<file path="src/lsss_pkg.sv">
package lsss_pkg;

  localparam int COORD_BITS_DEF    = 24;
  localparam int FRACTION_BITS_DEF = 16;
  localparam int TOL_BITS          = 24;
  localparam int CFG_IDX_BITS      = 3;

  typedef enum logic [CFG_IDX_BITS-1:0] {
    REG_START_X = 3'd0,
    REG_START_Y = 3'd1,
    REG_DIR_X   = 3'd2,
    REG_DIR_Y   = 3'd3,
    REG_ZERO_TOL = 3'd4
  } cfg_reg_t;

  typedef enum logic [1:0] {
    CLS_WHOLE_FRONT = 2'd0,
    CLS_WHOLE_BACK  = 2'd1,
    CLS_SPLIT_POS   = 2'd2,
    CLS_SPLIT_NEG   = 2'd3
  } cls_t;

endpackage

</file>
<file path="src/lsss_cut.sv">
module lsss_cut #(
  parameter int COORD_BITS    = lsss_pkg::COORD_BITS_DEF,
  parameter int FRACTION_BITS = lsss_pkg::FRACTION_BITS_DEF
) (
  input  logic                         clk,
  input  logic                         rst_n,
  input  logic                         adv,
  input  logic                         in_v,
  input  lsss_pkg::cls_t               cls,
  input  logic [FRACTION_BITS-1:0]     q,
  input  logic signed [COORD_BITS-1:0] sx,
  input  logic signed [COORD_BITS-1:0] sy,
  input  logic signed [COORD_BITS-1:0] ex,
  input  logic signed [COORD_BITS-1:0] ey,
  output logic                         v_o,
  output lsss_pkg::cls_t               cls_o,
  output logic signed [COORD_BITS-1:0] ix_o,
  output logic signed [COORD_BITS-1:0] iy_o,
  output logic signed [COORD_BITS-1:0] sx_o,
  output logic signed [COORD_BITS-1:0] sy_o,
  output logic signed [COORD_BITS-1:0] ex_o,
  output logic signed [COORD_BITS-1:0] ey_o
);
  localparam int CW = COORD_BITS + 1;
  localparam int MW = CW + FRACTION_BITS + 1;

  logic v1_r, v2_r;
  lsss_pkg::cls_t cls1_r, cls2_r;
  logic signed [MW-1:0] mx_r, my_r;
  logic signed [COORD_BITS-1:0] sx1_r, sy1_r, ex1_r, ey1_r;
  logic signed [COORD_BITS-1:0] ix_r, iy_r, sx2_r, sy2_r, ex2_r, ey2_r;
  logic signed [CW-1:0] vx, vy;
  logic signed [MW-1:0] rx, ry;

  assign vx = CW'(ex) - CW'(sx);
  assign vy = CW'(ey) - CW'(sy);
  assign rx = mx_r + (MW'(1) <<< (FRACTION_BITS - 1));
  assign ry = my_r + (MW'(1) <<< (FRACTION_BITS - 1));

  always_ff @(posedge clk) begin
    if (!rst_n) begin
      v1_r <= 1'b0;
      v2_r <= 1'b0;
    end else if (adv) begin
      v1_r <= in_v;
      v2_r <= v1_r;
    end
  end

  always_ff @(posedge clk) begin
    if (adv) begin
      mx_r   <= MW'(vx * $signed({1'b0, q}));
      my_r   <= MW'(vy * $signed({1'b0, q}));
      cls1_r <= cls;
      sx1_r  <= sx;
      sy1_r  <= sy;
      ex1_r  <= ex;
      ey1_r  <= ey;
      ix_r   <= sx1_r + COORD_BITS'(rx >>> FRACTION_BITS);
      iy_r   <= sy1_r + COORD_BITS'(ry >>> FRACTION_BITS);
      cls2_r <= cls1_r;
      sx2_r  <= sx1_r;
      sy2_r  <= sy1_r;
      ex2_r  <= ex1_r;
      ey2_r  <= ey1_r;
    end
  end

  assign v_o   = v2_r;
  assign cls_o = cls2_r;
  assign ix_o  = ix_r;
  assign iy_o  = iy_r;
  assign sx_o  = sx2_r;
  assign sy_o  = sy2_r;
  assign ex_o  = ex2_r;
  assign ey_o  = ey2_r;
endmodule

</file>
<file path="config.mk">
export PLATFORM = sky130hd
export DESIGN_NAME = lsss_cut
export DESIGN_NICKNAME = d
export VERILOG_FILES = /design/src/lsss_pkg.sv /design/src/lsss_cut.sv
export SDC_FILE = /design/constraint.sdc
export NUM_CORES = 2
export LEC_CHECK = 0
export ABC_AREA = 1
export BUFFER_PORTS_ARGS = -buffer_cell sky130_fd_sc_hd__buf_4
export CORE_MARGIN = 5
export CORE_UTILIZATION = 28
export DETAILED_ROUTE_END_ITERATION = 8
export PLACE_DENSITY = 0.46
export SYNTH_ARGS = -nofsm -noshare
export SYNTH_HDL_FRONTEND = slang
export SYNTH_SLANG_ARGS = --single-unit
</file>
<file path="constraint.sdc">
create_clock -name clk -period 19.99 [get_ports clk]
set_clock_uncertainty 0.2 [all_clocks]
set_input_delay 0 -clock clk [delete_from_list [all_inputs] [get_ports clk]]
set_output_delay 0 -clock clk [all_outputs]
set_load 0.02 [all_outputs]
</file>
## After elaboration in Yosys (flattened, before gate mapping)

Index checks and enable logic that the tools add are counted.

| cells by class | value |
|---|---|
| $mul | 2 |
| add/subtract/negate cells | 6 |

Operators by type and width:

| cell | count |
|---|---|
| $add A40 B17 Y40 const B | 2 |
| $mul A25 B17 Y40 | 2 |
| $sub A24 B24 Y25 | 2 |
| $add A24 B24 Y24 | 2 |

| word-level totals | value |
|---|---|
| input bits | 118 |
| register bits | 326 |

## Logic depth before layout (Yosys ltp)

| depth | value |
|---|---|
| depth in word-level cells | 2 |
| gate-level depth with buffers | 42 |
| mapped depth without buffers | 42 |

## Least setup slack after synthesis

Ideal clock, no wire load.

| timing path | value |
|---|---|
| path type | in2reg |
| start | input port ex[0] |
| end | register mx_r[38] (data pin) |
| data required time | 19531 ps |
| arrival time | 6327 ps |
| cell stages on the path | 32 |
| setup time | 259 ps |
| slack | 13204 ps |
| buffers on the path | 1 |
| cell sequence | inv_1 -> ha_1 -> fa_1 -> inv_1 -> nand3_1 -> nand2_1 -> nand2_2 -> nand2_2 -> nand2_1 -> nand4_4 -> nand2_4 -> nor2_1 -> inv_1 -> fa_1 -> inv_1 -> fa_1 -> buf_1 -> xnor2_1 -> o21ai_0 -> fa_1 -> fa_1 -> inv_1 -> fa_1 -> inv_1 -> ha_1 -> nand2_1 -> inv_1 -> nand3_1 -> nor4_1 -> nand3_1 -> nand3_1 -> xor2_1 |

| on the way | value |
|---|---|
| longest elaborated chain between the ends | 2 |

Ends and longest elaborated chain:

| element | RTL line | RTL |
|---|---|---|
| start: declaration | lsss_cut.sv:13 | `input logic signed [COORD_BITS-1:0] ex,` |
| $sub A24 B24 Y25 | lsss_cut.sv:35 | `assign vx = CW'(ex) - CW'(sx);` |
| $mul A25 B17 Y40 | lsss_cut.sv:52 | `mx_r <= MW'(vx * $signed({1'b0, q}));` |
| end signal: assignment | lsss_cut.sv:52 |  |
| end: declaration | lsss_cut.sv:29 | `logic signed [MW-1:0] mx_r, my_r;` |

Every way passes these cells.
A chain may end at the register's enable or synchronous reset.

## Final worst setup path

| timing path | value |
|---|---|
| start | input port sx[0] |
| end | register mx_r[38] (data pin) |

| on the way | value |
|---|---|
| longest elaborated chain between the ends | 2 |

Ends and longest elaborated chain:

| element | RTL line | RTL |
|---|---|---|
| start: declaration | lsss_cut.sv:11 | `input logic signed [COORD_BITS-1:0] sx,` |
| $sub A24 B24 Y25 | lsss_cut.sv:35 |  |
| $mul A25 B17 Y40 | lsss_cut.sv:52 |  |

Every way passes these cells.

==> flow_metrics.env <==
export IMPL_rrSetupSlack_ps=15680
export IMPL_cts_resized=0
export IMPL_whs_ps=19.0
export IMPL_rows=146
export IMPL_worst_path_max_delay_cell="fa_1"
export IMPL_io_buffers=264
export IMPL_place_gp_congestion=0.933
export IMPL_die_h_microns=410
export IMPL_initial_utilization=0.282
export IMPL_syn_inst=5194
export IMPL_crit_path_end_kind="flip-flop"
export IMPL_clk_latency_ps=570
export IMPL_antenna_found_initial=5
export IMPL_setup_viol=0
export IMPL_syn_to_final_growth_pct=16.3
export IMPL_ys_async_sr_fraction=0
export IMPL_crit_path_start_kind="input pin"
export IMPL_period_share=0.420
export IMPL_crit_type="input pin to flip-flop"
export IMPL_cts_max_level=2
export IMPL_layout_drive_gt1_share=0.0837
export IMPL_crit_path_max_incr_delay_ps=930
export IMPL_fillerInstances=16700
export IMPL_remaining_drc_errors=0
export IMPL_hold_viol_final=0
export IMPL_synth_cell_types=61
export IMPL_synth_flop_cell="edfxtp_1"
export IMPL_register_area_sq_um=8870
export IMPL_root_buffer="clkbuf_16"
export IMPL_fin_tns_setup_ps=0
export IMPL_status="completed"
export IMPL_clock_path_buffers=3
export IMPL_layout_min_cycle_time_ps=8390
export IMPL_ys_seq_area_frac=0.198
export IMPL_grt_pass1_wl_microns=231000
export IMPL_routed_wl_microns=152000
export IMPL_synth_seq_cells=296
export IMPL_die_w_microns=410
export IMPL_crit_fanout=14
export IMPL_postCtsSetupRepairBufs=0
export IMPL_relSlewSlack=0.172
export IMPL_cts_tree="built"
export IMPL_avgViaCountPerCell=4.64
export IMPL_synth_edf_count=294
export IMPL_dr_total_vias=35700
export IMPL_grt_max_degree=126
export IMPL_dr_pass1_iters=6
export IMPL_drv_slew=0
export IMPL_dp_slack_ps=11660
export IMPL_multiInputGateArea_sq_um=30500
export IMPL_syn_nets=6351
export IMPL_syn_cell_area_sq_um=44700
export IMPL_ioPinCount=265
export IMPL_stdcell_count=7691
export IMPL_fin_ws_ps=11600
export IMPL_rsz0062_at_grt="false"
export IMPL_numCtsBuffers=37
export IMPL_cts_sinks=296
export IMPL_ys_warn_count=0
export IMPL_core_sq_um=159000
export IMPL_grt_pass1_vias=36800
export IMPL_hp_class="input pin to flip-flop"
export IMPL_antenna_left=0
export IMPL_clk_pin_slew_ps=60
export IMPL_max_slew_worst_pin_slew_ps=1230
export IMPL_layout_nets=6748
export IMPL_cp_data_arrival_time_ps=8480
export IMPL_place_inst=7428
export IMPL_fmax_mhz=119
export IMPL_cts_hold_buffers_added=196
export IMPL_hpwl_microns=123000
export IMPL_drtIter0Drc=3000
export IMPL_drv_cap=0
export IMPL_track_usage=0.180
export IMPL_cp_common_cell="fa_1"
export IMPL_cp_required_ps=20080
export IMPL_grt_overflow_total=0
export IMPL_syn_area_per_cell_sq_um=8.61
export IMPL_wl_per_cell_microns=19.8
export IMPL_fp_dieArea_sq_um=168000
## per-layer routing
layer | share of wire | vias up | track usage
li1 | - | 16600 | -
met1 | 0.47 | 18000 | 0.263
met2 | 0.45 | 1015 | 0.282
met3 | 0.068 | 132 | 0.0311
met4 | 0.017 | 2 | 0.0324
met5 | 0.000046 | - | 0
## path summary, 6_finish.rpt
kind,from,endpoint,cells after the start
setup / recovery,sx[0],mx_r[38]$_DFFE_PP_,31
hold reg to reg,ex1_r[0]$_DFFE_PP_,ex_o[0]$_DFFE_PP_,0
setup reg to reg,mx_r[16]$_DFFE_PP_,ix_o[21]$_DFFE_PP_,14
hold / removal,sx[16],sx1_r[16]$_DFFE_PP_,2
## synth_stat cells (44+ instances only)
library cell,number,area [sq um]
a21oi_1,158,791
clkbuf_1,89,334
edfxtp_1,294,8830
fa_1,748,15000
ha_1,291,3640
inv_1,1242,4660
nand2_1,835,3130
nand3_1,306,1530
nor2_1,573,2150
nor3_1,45,225
o21ai_0,99,495
xnor2_1,44,385
xor2_1,102,893
## through the flow
step	instance area [sq um]	utilization
after floorplan	44700	-
after detailed placement	48900	0.308
final	52000	0.328
after global routing	52000	0.328
after global placement	48900	0.308
after CTS	52000	0.328
## cells by family (layout without fill, tap and decap cells)
kind of cell    count (synthesis)  in the layout  synth area share
buf+inv                      1389           1812             0.119
other cells                     0              2                 0
xor+xnor                      153            153            0.0314
simple gates                 1941           1941             0.186
flops                         296            296             0.198
compound gates                376            376            0.0487
fa+ha+maj                    1039           1039             0.416
## state kept, by name (all words and copies together), names as in the netlist
signal / count
ex1_r: 24
sy_o: 24
v_o: 1
ey1_r: 24
sy1_r: 24
ey_o: 24
my_r: 25
ex_o: 24
cls1_r: 2
ix_o: 24
sx_o: 24
v1_r: 1
iy_o: 24
mx_r: 25
sx1_r: 24
cls_o: 2
## critical path, delay by kind of cell
family | cells | cell delay [ps]
simple gates | 13 | 2610
fa+ha+maj | 9 | 4600
buf+inv | 8 | 1170
xor+xnor | 1 | 90
## final cells by class
type / count / share of cell area
Antenna cell: 2 / 0.0000962
Clock buffer: 46 / 0.0189
Clock inverter: 19 / 0.00337
Inverter: 1261 / 0.0910
Multi-Input combinational cell: 3509 / 0.587
Sequential cell: 296 / 0.171
Tap cell: 2072 / 0.0499
Timing Repair Buffer: 486 / 0.0797
## cell usage in the layout (no fill, tap or decap), types with 45 or more instances in the layout
cell type	Yosys	routed
nand2_1	835	835
buf_4	7	289
o21ai_0	99	99
ha_1	291	291
nor3_1	45	45
a21oi_1	158	158
nand3_1	306	306
inv_1	1242	1240
nor2_1	573	573
fa_1	748	748
dlygate4sd3_1	0	196
edfxtp_1	294	294
xor2_1	102	102
Power is not shown: default switching activity piles up to over one toggle a cycle in this logic, so the estimate is an artifact.
