`src/lsss_pkg.sv`:
```
package lsss_pkg;

  localparam int COORD_BITS_DEF    = 24;
  localparam int FRACTION_BITS_DEF = 16;
  localparam int TOL_BITS          = 24;
  localparam int CFG_IDX_BITS      = 3;

  typedef enum logic [CFG_IDX_BITS-1:0] {
    REG_START_X = 3'd0,
    REG_START_Y = 3'd1,
    REG_DIR_X   = 3'd2,
    REG_DIR_Y   = 3'd3,
    REG_ZERO_TOL = 3'd4
  } cfg_reg_t;

  typedef enum logic [1:0] {
    CLS_WHOLE_FRONT = 2'd0,
    CLS_WHOLE_BACK  = 2'd1,
    CLS_SPLIT_POS   = 2'd2,
    CLS_SPLIT_NEG   = 2'd3
  } cls_t;

endpackage

```
`src/lsss_divide.sv`:
```
module lsss_divide #(
  parameter int COORD_BITS    = lsss_pkg::COORD_BITS_DEF,
  parameter int FRACTION_BITS = lsss_pkg::FRACTION_BITS_DEF
) (
  input  logic                          clk,
  input  logic                          rst_n,
  input  logic                          adv,
  input  logic                          in_v,
  input  logic signed [2*COORD_BITS+2:0] num,
  input  logic signed [2*COORD_BITS+2:0] den,
  input  logic [lsss_pkg::TOL_BITS-1:0] tol,
  input  logic signed [COORD_BITS-1:0]  sx,
  input  logic signed [COORD_BITS-1:0]  sy,
  input  logic signed [COORD_BITS-1:0]  ex,
  input  logic signed [COORD_BITS-1:0]  ey,
  output logic                          v_o,
  output lsss_pkg::cls_t                cls_o,
  output logic [FRACTION_BITS-1:0]      q_o,
  output logic signed [COORD_BITS-1:0]  sx_o,
  output logic signed [COORD_BITS-1:0]  sy_o,
  output logic signed [COORD_BITS-1:0]  ex_o,
  output logic signed [COORD_BITS-1:0]  ey_o
);
  localparam int XW = 2 * COORD_BITS + 3;
  localparam int RW = XW + 1;
  localparam int NS = FRACTION_BITS + 1;

  logic                 v_r   [NS];
  lsss_pkg::cls_t       cls_r [NS];
  logic [RW-1:0]        rem_r [NS];
  logic [RW-1:0]        dv_r  [NS];
  logic [FRACTION_BITS-1:0] q_r [NS];
  logic signed [COORD_BITS-1:0] sx_r [NS];
  logic signed [COORD_BITS-1:0] sy_r [NS];
  logic signed [COORD_BITS-1:0] ex_r [NS];
  logic signed [COORD_BITS-1:0] ey_r [NS];

  logic [XW-1:0] an, ad;
  logic nz, dz, nneg, dneg, nzero;
  lsss_pkg::cls_t cls_c;

  always_comb begin
    nneg  = num[XW-1];
    dneg  = den[XW-1];
    an    = nneg ? XW'(-num) : XW'(num);
    ad    = dneg ? XW'(-den) : XW'(den);
    nzero = (num == '0);
    nz    = nzero || (an < XW'(tol));
    dz    = (den == '0) || (ad < XW'(tol));
    if (dz && nz) begin
      cls_c = lsss_pkg::CLS_WHOLE_FRONT;
    end else if (dz) begin
      cls_c = nneg ? lsss_pkg::CLS_WHOLE_FRONT : lsss_pkg::CLS_WHOLE_BACK;
    end else if (!nzero && (nneg == dneg) && (an < ad)) begin
      cls_c = nneg ? lsss_pkg::CLS_SPLIT_NEG : lsss_pkg::CLS_SPLIT_POS;
    end else if (nneg || (nz && !dneg)) begin
      cls_c = lsss_pkg::CLS_WHOLE_FRONT;
    end else begin
      cls_c = lsss_pkg::CLS_WHOLE_BACK;
    end
  end

  always_ff @(posedge clk) begin
    if (!rst_n) begin
      for (int i = 0; i < NS; i++) v_r[i] <= 1'b0;
    end else if (adv) begin
      v_r[0] <= in_v;
      for (int i = 1; i < NS; i++) v_r[i] <= v_r[i-1];
    end
  end

  always_ff @(posedge clk) begin
    if (adv) begin
      cls_r[0] <= cls_c;
      rem_r[0] <= RW'(an);
      dv_r[0]  <= RW'(ad);
      q_r[0]   <= '0;
      sx_r[0]  <= sx;
      sy_r[0]  <= sy;
      ex_r[0]  <= ex;
      ey_r[0]  <= ey;
      for (int i = 1; i < NS; i++) begin
        cls_r[i] <= cls_r[i-1];
        dv_r[i]  <= dv_r[i-1];
        sx_r[i]  <= sx_r[i-1];
        sy_r[i]  <= sy_r[i-1];
        ex_r[i]  <= ex_r[i-1];
        ey_r[i]  <= ey_r[i-1];
        if ({rem_r[i-1][RW-2:0], 1'b0} >= dv_r[i-1]) begin
          rem_r[i] <= {rem_r[i-1][RW-2:0], 1'b0} - dv_r[i-1];
          q_r[i]   <= {q_r[i-1][FRACTION_BITS-2:0], 1'b1};
        end else begin
          rem_r[i] <= {rem_r[i-1][RW-2:0], 1'b0};
          q_r[i]   <= {q_r[i-1][FRACTION_BITS-2:0], 1'b0};
        end
      end
    end
  end

  assign v_o   = v_r[NS-1];
  assign cls_o = cls_r[NS-1];
  assign q_o   = q_r[NS-1];
  assign sx_o  = sx_r[NS-1];
  assign sy_o  = sy_r[NS-1];
  assign ex_o  = ex_r[NS-1];
  assign ey_o  = ey_r[NS-1];
endmodule

```
`config.mk`:
```
export PLATFORM = sky130hd
export DESIGN_NAME = lsss_divide
export DESIGN_NICKNAME = d
export VERILOG_FILES = /design/src/lsss_pkg.sv /design/src/lsss_divide.sv
export SDC_FILE = /design/constraint.sdc
export NUM_CORES = 2
export LEC_CHECK = 0
export BUFFER_PORTS_ARGS = -buffer_cell sky130_fd_sc_hd__buf_4
export CORE_ASPECT_RATIO = 1.5
export CORE_MARGIN = 5
export CORE_UTILIZATION = 40
export DETAILED_ROUTE_END_ITERATION = 12
export GPL_TIMING_DRIVEN = 0
export SYNTH_ARGS = -nofsm -noshare
export SYNTH_HDL_FRONTEND = slang
export SYNTH_SLANG_ARGS = --single-unit
```
`constraint.sdc`:
```
create_clock -name clk -period 6.12 [get_ports clk]
set_input_delay 1.836 -clock clk [delete_from_list [all_inputs] [get_ports clk]]
set_output_delay 1.836 -clock clk [all_outputs]
set_load 0.02 [all_outputs]
```
======== Word-level counts from Yosys, hierarchy flattened ========
Memory sizes are Yosys's and may differ from the RTL's.
Index checks and enable logic that the tools add are counted.
word-level totals
  ROM bits ................................ 0
  memories kept ........................... 9
  RAM bits ................................ 3,723
  input port bits ......................... 226
  bits in latches ......................... 0
  output and inout bits ................... 115
  register bits ........................... 0
  logic and storage cells ................. 265
operators by class
  multiply operators ...................... 0
  shifts and indexed selects .............. 0
  add/sub/neg operators ................... 18
  bitwise logic cells ..................... 49
  multiplexer cells ....................... 158
  equality and inequality tests ........... 1
  reduce and logical (&&, ||, !) cells .... 11
  div/mod/pow operators ................... 0
  magnitude comparators ................... 19
memories
  memory           words  bits a word  rd ports  clocked after memory_dff  write ports  RTL line           RTL
  dv_r             17     52           16        0                         17           lsss_divide.sv:31  logic [RW-1:0] dv_r [NS];
  rem_r            17     52           16        0                         17           lsss_divide.sv:30  logic [RW-1:0] rem_r [NS];
  ex_r             17     24           17        0                         17           lsss_divide.sv:35  logic signed [COORD_BITS-1:0] ex_r [NS];
  ey_r             17     24           17        0                         17           lsss_divide.sv:36  logic signed [COORD_BITS-1:0] ey_r [NS];
  sx_r             17     24           17        0                         17           lsss_divide.sv:33  logic signed [COORD_BITS-1:0] sx_r [NS];
  sy_r             17     24           17        0                         17           lsss_divide.sv:34  logic signed [COORD_BITS-1:0] sy_r [NS];
  3 more memories  --     --           --        --                        --           --
operators by type and width
  cell                                             count
  52-bit >= comparator                             16
  52-bit two-way mux                               16
  52-bit subtractor                                16
  16-bit two-way mux                               16
  1-bit two-way mux                                121
  51-bit logical NOT                               2
  51-bit by 24-bit < comparator with 1-bit output  2
  51-bit two-way mux                               2
  51-bit negation                                  2
  51-bit < comparator                              1
  1-bit bitwise OR                                 49
  2-bit two-way mux                                3
  1-bit logical AND                                4
  1-bit logical OR                                 3
  1-bit logical NOT                                2
  1-bit == test                                    1

======== Depth between registers and ports, before layout ========
  word-level depth ........................ 10
  gate-level depth with buffers ........... 21
  mapped depth without buffers ............ 21

======== Least setup slack after synthesis ========
Ideal clock, no wire load.
  kind .................................... input-to-reg
  from .................................... input port den[6]
  to ...................................... memory cls_r[0][0] (netlist name) (data pin)
  path slack .............................. 325 ps
  stages on the path ...................... 17
  buffers on the path ..................... 0
  data arrival time ....................... 5,643 ps
  cell sequence ........................... or4_1 nor3_2 nand4_1 nand2b_1 or4_1 o41ai_1 xnor2_1 inv_1 ha_1 nor2b_1 o21ai_0 nand2b_1 a211o_1 o221ai_1 o211ai_1 mux2_2 o22ai_1
RTL lines
  item                RTL line           RTL
  start: declaration  lsss_divide.sv:10  input logic signed [2*COORD_BITS+2:0] den,
  end: declaration    lsss_divide.sv:29  lsss_pkg::cls_t cls_r [NS];

==> summary.txt <==
Synth
  • Syn Nets: 13,759
  • Mean area per synthesized cell: 12.8 um^2
  • Mapped cell area: 161,000 um^2
  • Top_reg_cell synth: edfxtp_1
  • Synth Instances: 12,605
  • Largest family of logic cells by synthesized area: compound AO/OA/AOI/OAI gates
  • #FFs+latches synth: 3,451
  • Register area share after synthesis: 64.3%
  • Synth Area in XOR/XNOR: 4.10%
  • Compound-Gate Fraction of Synth Area: 12.1%
  • Simple-gate portion of the synthesized area: 8.18%
  • Synth cell types: 100
  • Synth Area in Adders: 7.27%
  • EDFF count, synth: 3,450
  • Async set or reset register ratio after synthesis: 0%
  • Post-synthesis mux area share: 0.592%
  • Yosys warns: 0

STA
  • WHS: 0.375 ns
  • Fin. max-slew vios: 3
  • Final hold violations: 0
  • Post-route clock period utilization: 99.5%
  • Tightest Pin Transition: 1.54 ns
  • Final setup viols: 0
  • RSZ-0062 raised after global routing: true
  • F_max: 0.164 GHz
  • Final min period: 6.09 ns
  • Final clock skew: 0.0832 ns
  • Relative slew slack: -3.16%

Drt
  • Routed wire length: 422,000 um
  • DRC violations left: 0
  • Pre-Repair DR Iteration Count: 7
  • DRT antenna net count: 0
  • First DRT Iteration DRCs: 4,840
  • Routed length per instance: 22.3 um
  • DR vias: 97,043
  • Drt via density: 5.12

Clock network
  • Worst-path clk slew: 0.06 ns
  • Sink Count: 3,451
  • Clock Latency Late Sink: 0.97 ns
  • CTS Buf Count: 343
  • Max Root-Sink Buffers: 4
  • CTS tree: done
  • H-tree depth: 5
  • Root buf cell: clkbuf_16

Cells and area
  • Share of cells above drive strength 1: 8.64%
  • Most frequent cells in the layout: edfxtp_1, inv_1, nand2_1, a21oi_1, ha_1
  • Final-stage net count: 14,494
  • Final core utilization: 45.6%
  • Post-route insts no fill: 18,945
  • # fillers: 36,623
  • Final Instance Area: 183,000 um^2
  • Area of the multi-input gates: 52,200 um^2
  • Most common cell after layout, fill and taps aside: edfxtp_1
  • Synthesis-to-finish area growth: 13.6%
  • Reg area: 104,000 um^2

Die
  • Die Ht: 787 um
  • FP Rows: 285
  • # IOs: 341
  • Core area: 402,000 um^2
  • Die X: 528 um
  • Die area: 416,000 um^2
  • Starting density of the core: 40.1%

Global routing
  • Total grt overflow: 0
  • Initial antenna violation count: 10
  • Vias in the first global route: 102,183
  • Largest net degree at the start of global routing: 198
  • GRT Overall Usage: 19.9%
  • Global-route wire length before repair: 623,000 um

Worst hold path
  • Worst Hold Class: flop to flop
  • Hold path depth: 0

Critical path
  • Top Family by Delay on Critical Path: compound AO/OA/AOI/OAI gates
  • CP max-delay cell: o21ai_0
  • Crit Path Category: flop to flop
  • Crit end category: flop
  • Crit path required time: 6.75 ns
  • Critical path depth: 13
  • Path depth of the worst reg2reg path: 13
  • Cells along the critical path: ha_1 -> clkbuf_1 -> nand4_1 -> nor4_4 -> nand4_1 -> nand3_1 -> a311oi_1 -> o311ai_0 -> a21oi_1 -> o31a_1 -> clkbuf_2 -> clkbuf_1 -> o21ai_0
  • Critical Path Max Stage Delay: 0.75 ns
  • Worst setup SP type: flop
  • CP Max Fanout: 10
  • Buf/Inv on CP: 3
  • CP arrival: 6.72 ns

Placement
  • Placed cell count: 18,288
  • I/O Buffers: 339
  • DP Wirelength: 331,000 um
  • Cell Area, Placed: 171,000 um^2
  • GPL Wtd Cong: 0.922

Power and ir drop
  • VDD IR-drop max: 0.255 mV
  • PwrDens: 481 nW/um^2
  • Leakage: 0.0705 uW

Outcome
  • Status: finished, violations left
  • Failing checks: capacitance limit, slew limit

Run
  • Max cap viols: 1
[cells in the mapped netlist, types with 75 or more instances]
cell,number,area (um^2)
a211oi_1,98,736
nor2_1,649,2440
nand2b_1,119,744
o31ai_1,96,721
a31oi_1,94,588
nand3_1,208,1040
a21o_1,434,3260
clkbuf_1,283,1060
xnor2_1,417,3650
and3_1,88,551
a21oi_1,920,4600
xor2_1,338,2960
mux2_2,75,845
nor3_1,131,656
o21bai_1,100,751
nand2_1,1042,3910
o21a_1,86,646
edfxtp_1,3450,104000
inv_1,1102,4140
nand4_1,133,832
o21ai_0,872,4360
nor2b_1,100,626
ha_1,913,11400
[metrics by stage]
step	power, uW	setup TNS [ns]	setup WS (ns)
floorplan	55700	0	0.325
global placement	68000	-	-26.43
detailed placement	67200	-464.83	-2.64
CTS	89000	0	0.000433
global route	93300	-0.0318	-0.0318
finish	88000	0	0.0307
[cells by family (layout without fill, tap and decap cells)]
group                      Yosys count  after routing
DFF                               3451           3451
AOI/OAI and AO/OA                 3141           3141
and+or+nand+nor                   2793           2793
buffers and inverters             1451           2463
adders and majority gates          928            928
xor gates and xnor gates           755            755
muxes                               86             86
other                                0             19
[flip-flops by register name, indices dropped and copies added, names as in the netlist]
register and count:
dv_r 816, rem_r 816, ex_r 408, ey_r 408, sx_r 408, sy_r 408, q_r 136, cls_r 34
v_r 17
[path summary, 6_finish.rpt]
check | from | end | slack, ns
max | rem_r[4][12] | rem_r[5][36] | 0.03
min | cls_r[11][1] | cls_r[12][1] | 0.38
max reg2reg | rem_r[4][12] | rem_r[5][36] | 0.03
min reg2reg | cls_r[11][1] | cls_r[12][1] | 0.38
[per-layer routing]
metal	wire, um	track usage [%]	vias up	part of all wire (%)
met2	240000	40.4	1882	57
li1	-	-	48110	-
met1	131000	17.0	46005	31
met5	0	0	-	0
met4	40000	15.6	0	9.5
met3	10600	2.10	1046	2.5
[final cells by class]
| cell class | count | share of cell area [%] |
|---|---|---|
| Sequential cell | 3451 | 56.6 |
| Multi-Input combinational cell | 7703 | 28.5 |
| Clock buffer | 416 | 4.85 |
| Tap cell | 5309 | 3.63 |
| Inverter | 1104 | 2.27 |
| Timing Repair Buffer | 391 | 1.86 |
| Clock inverter | 206 | 1.39 |
| Buffer | 346 | 0.852 |
| Antenna cell | 19 | 0.0260 |
[where the power goes]
group / switching (uW) / internal [uW]
combinational: 20700 / 12100
sequential: 2180 / 31800
clock: 9150 / 12100
total: 32000 / 56000
[repair_timing]
action,in CTS,in global routing
setup buffers,11,4
gates cloned,1,1
pin swaps,8,7
gates resized for setup,67,13
endpoints found under the setup margin,428,11
hold buffers,0,0
Power figures use the tool's default switching activity.
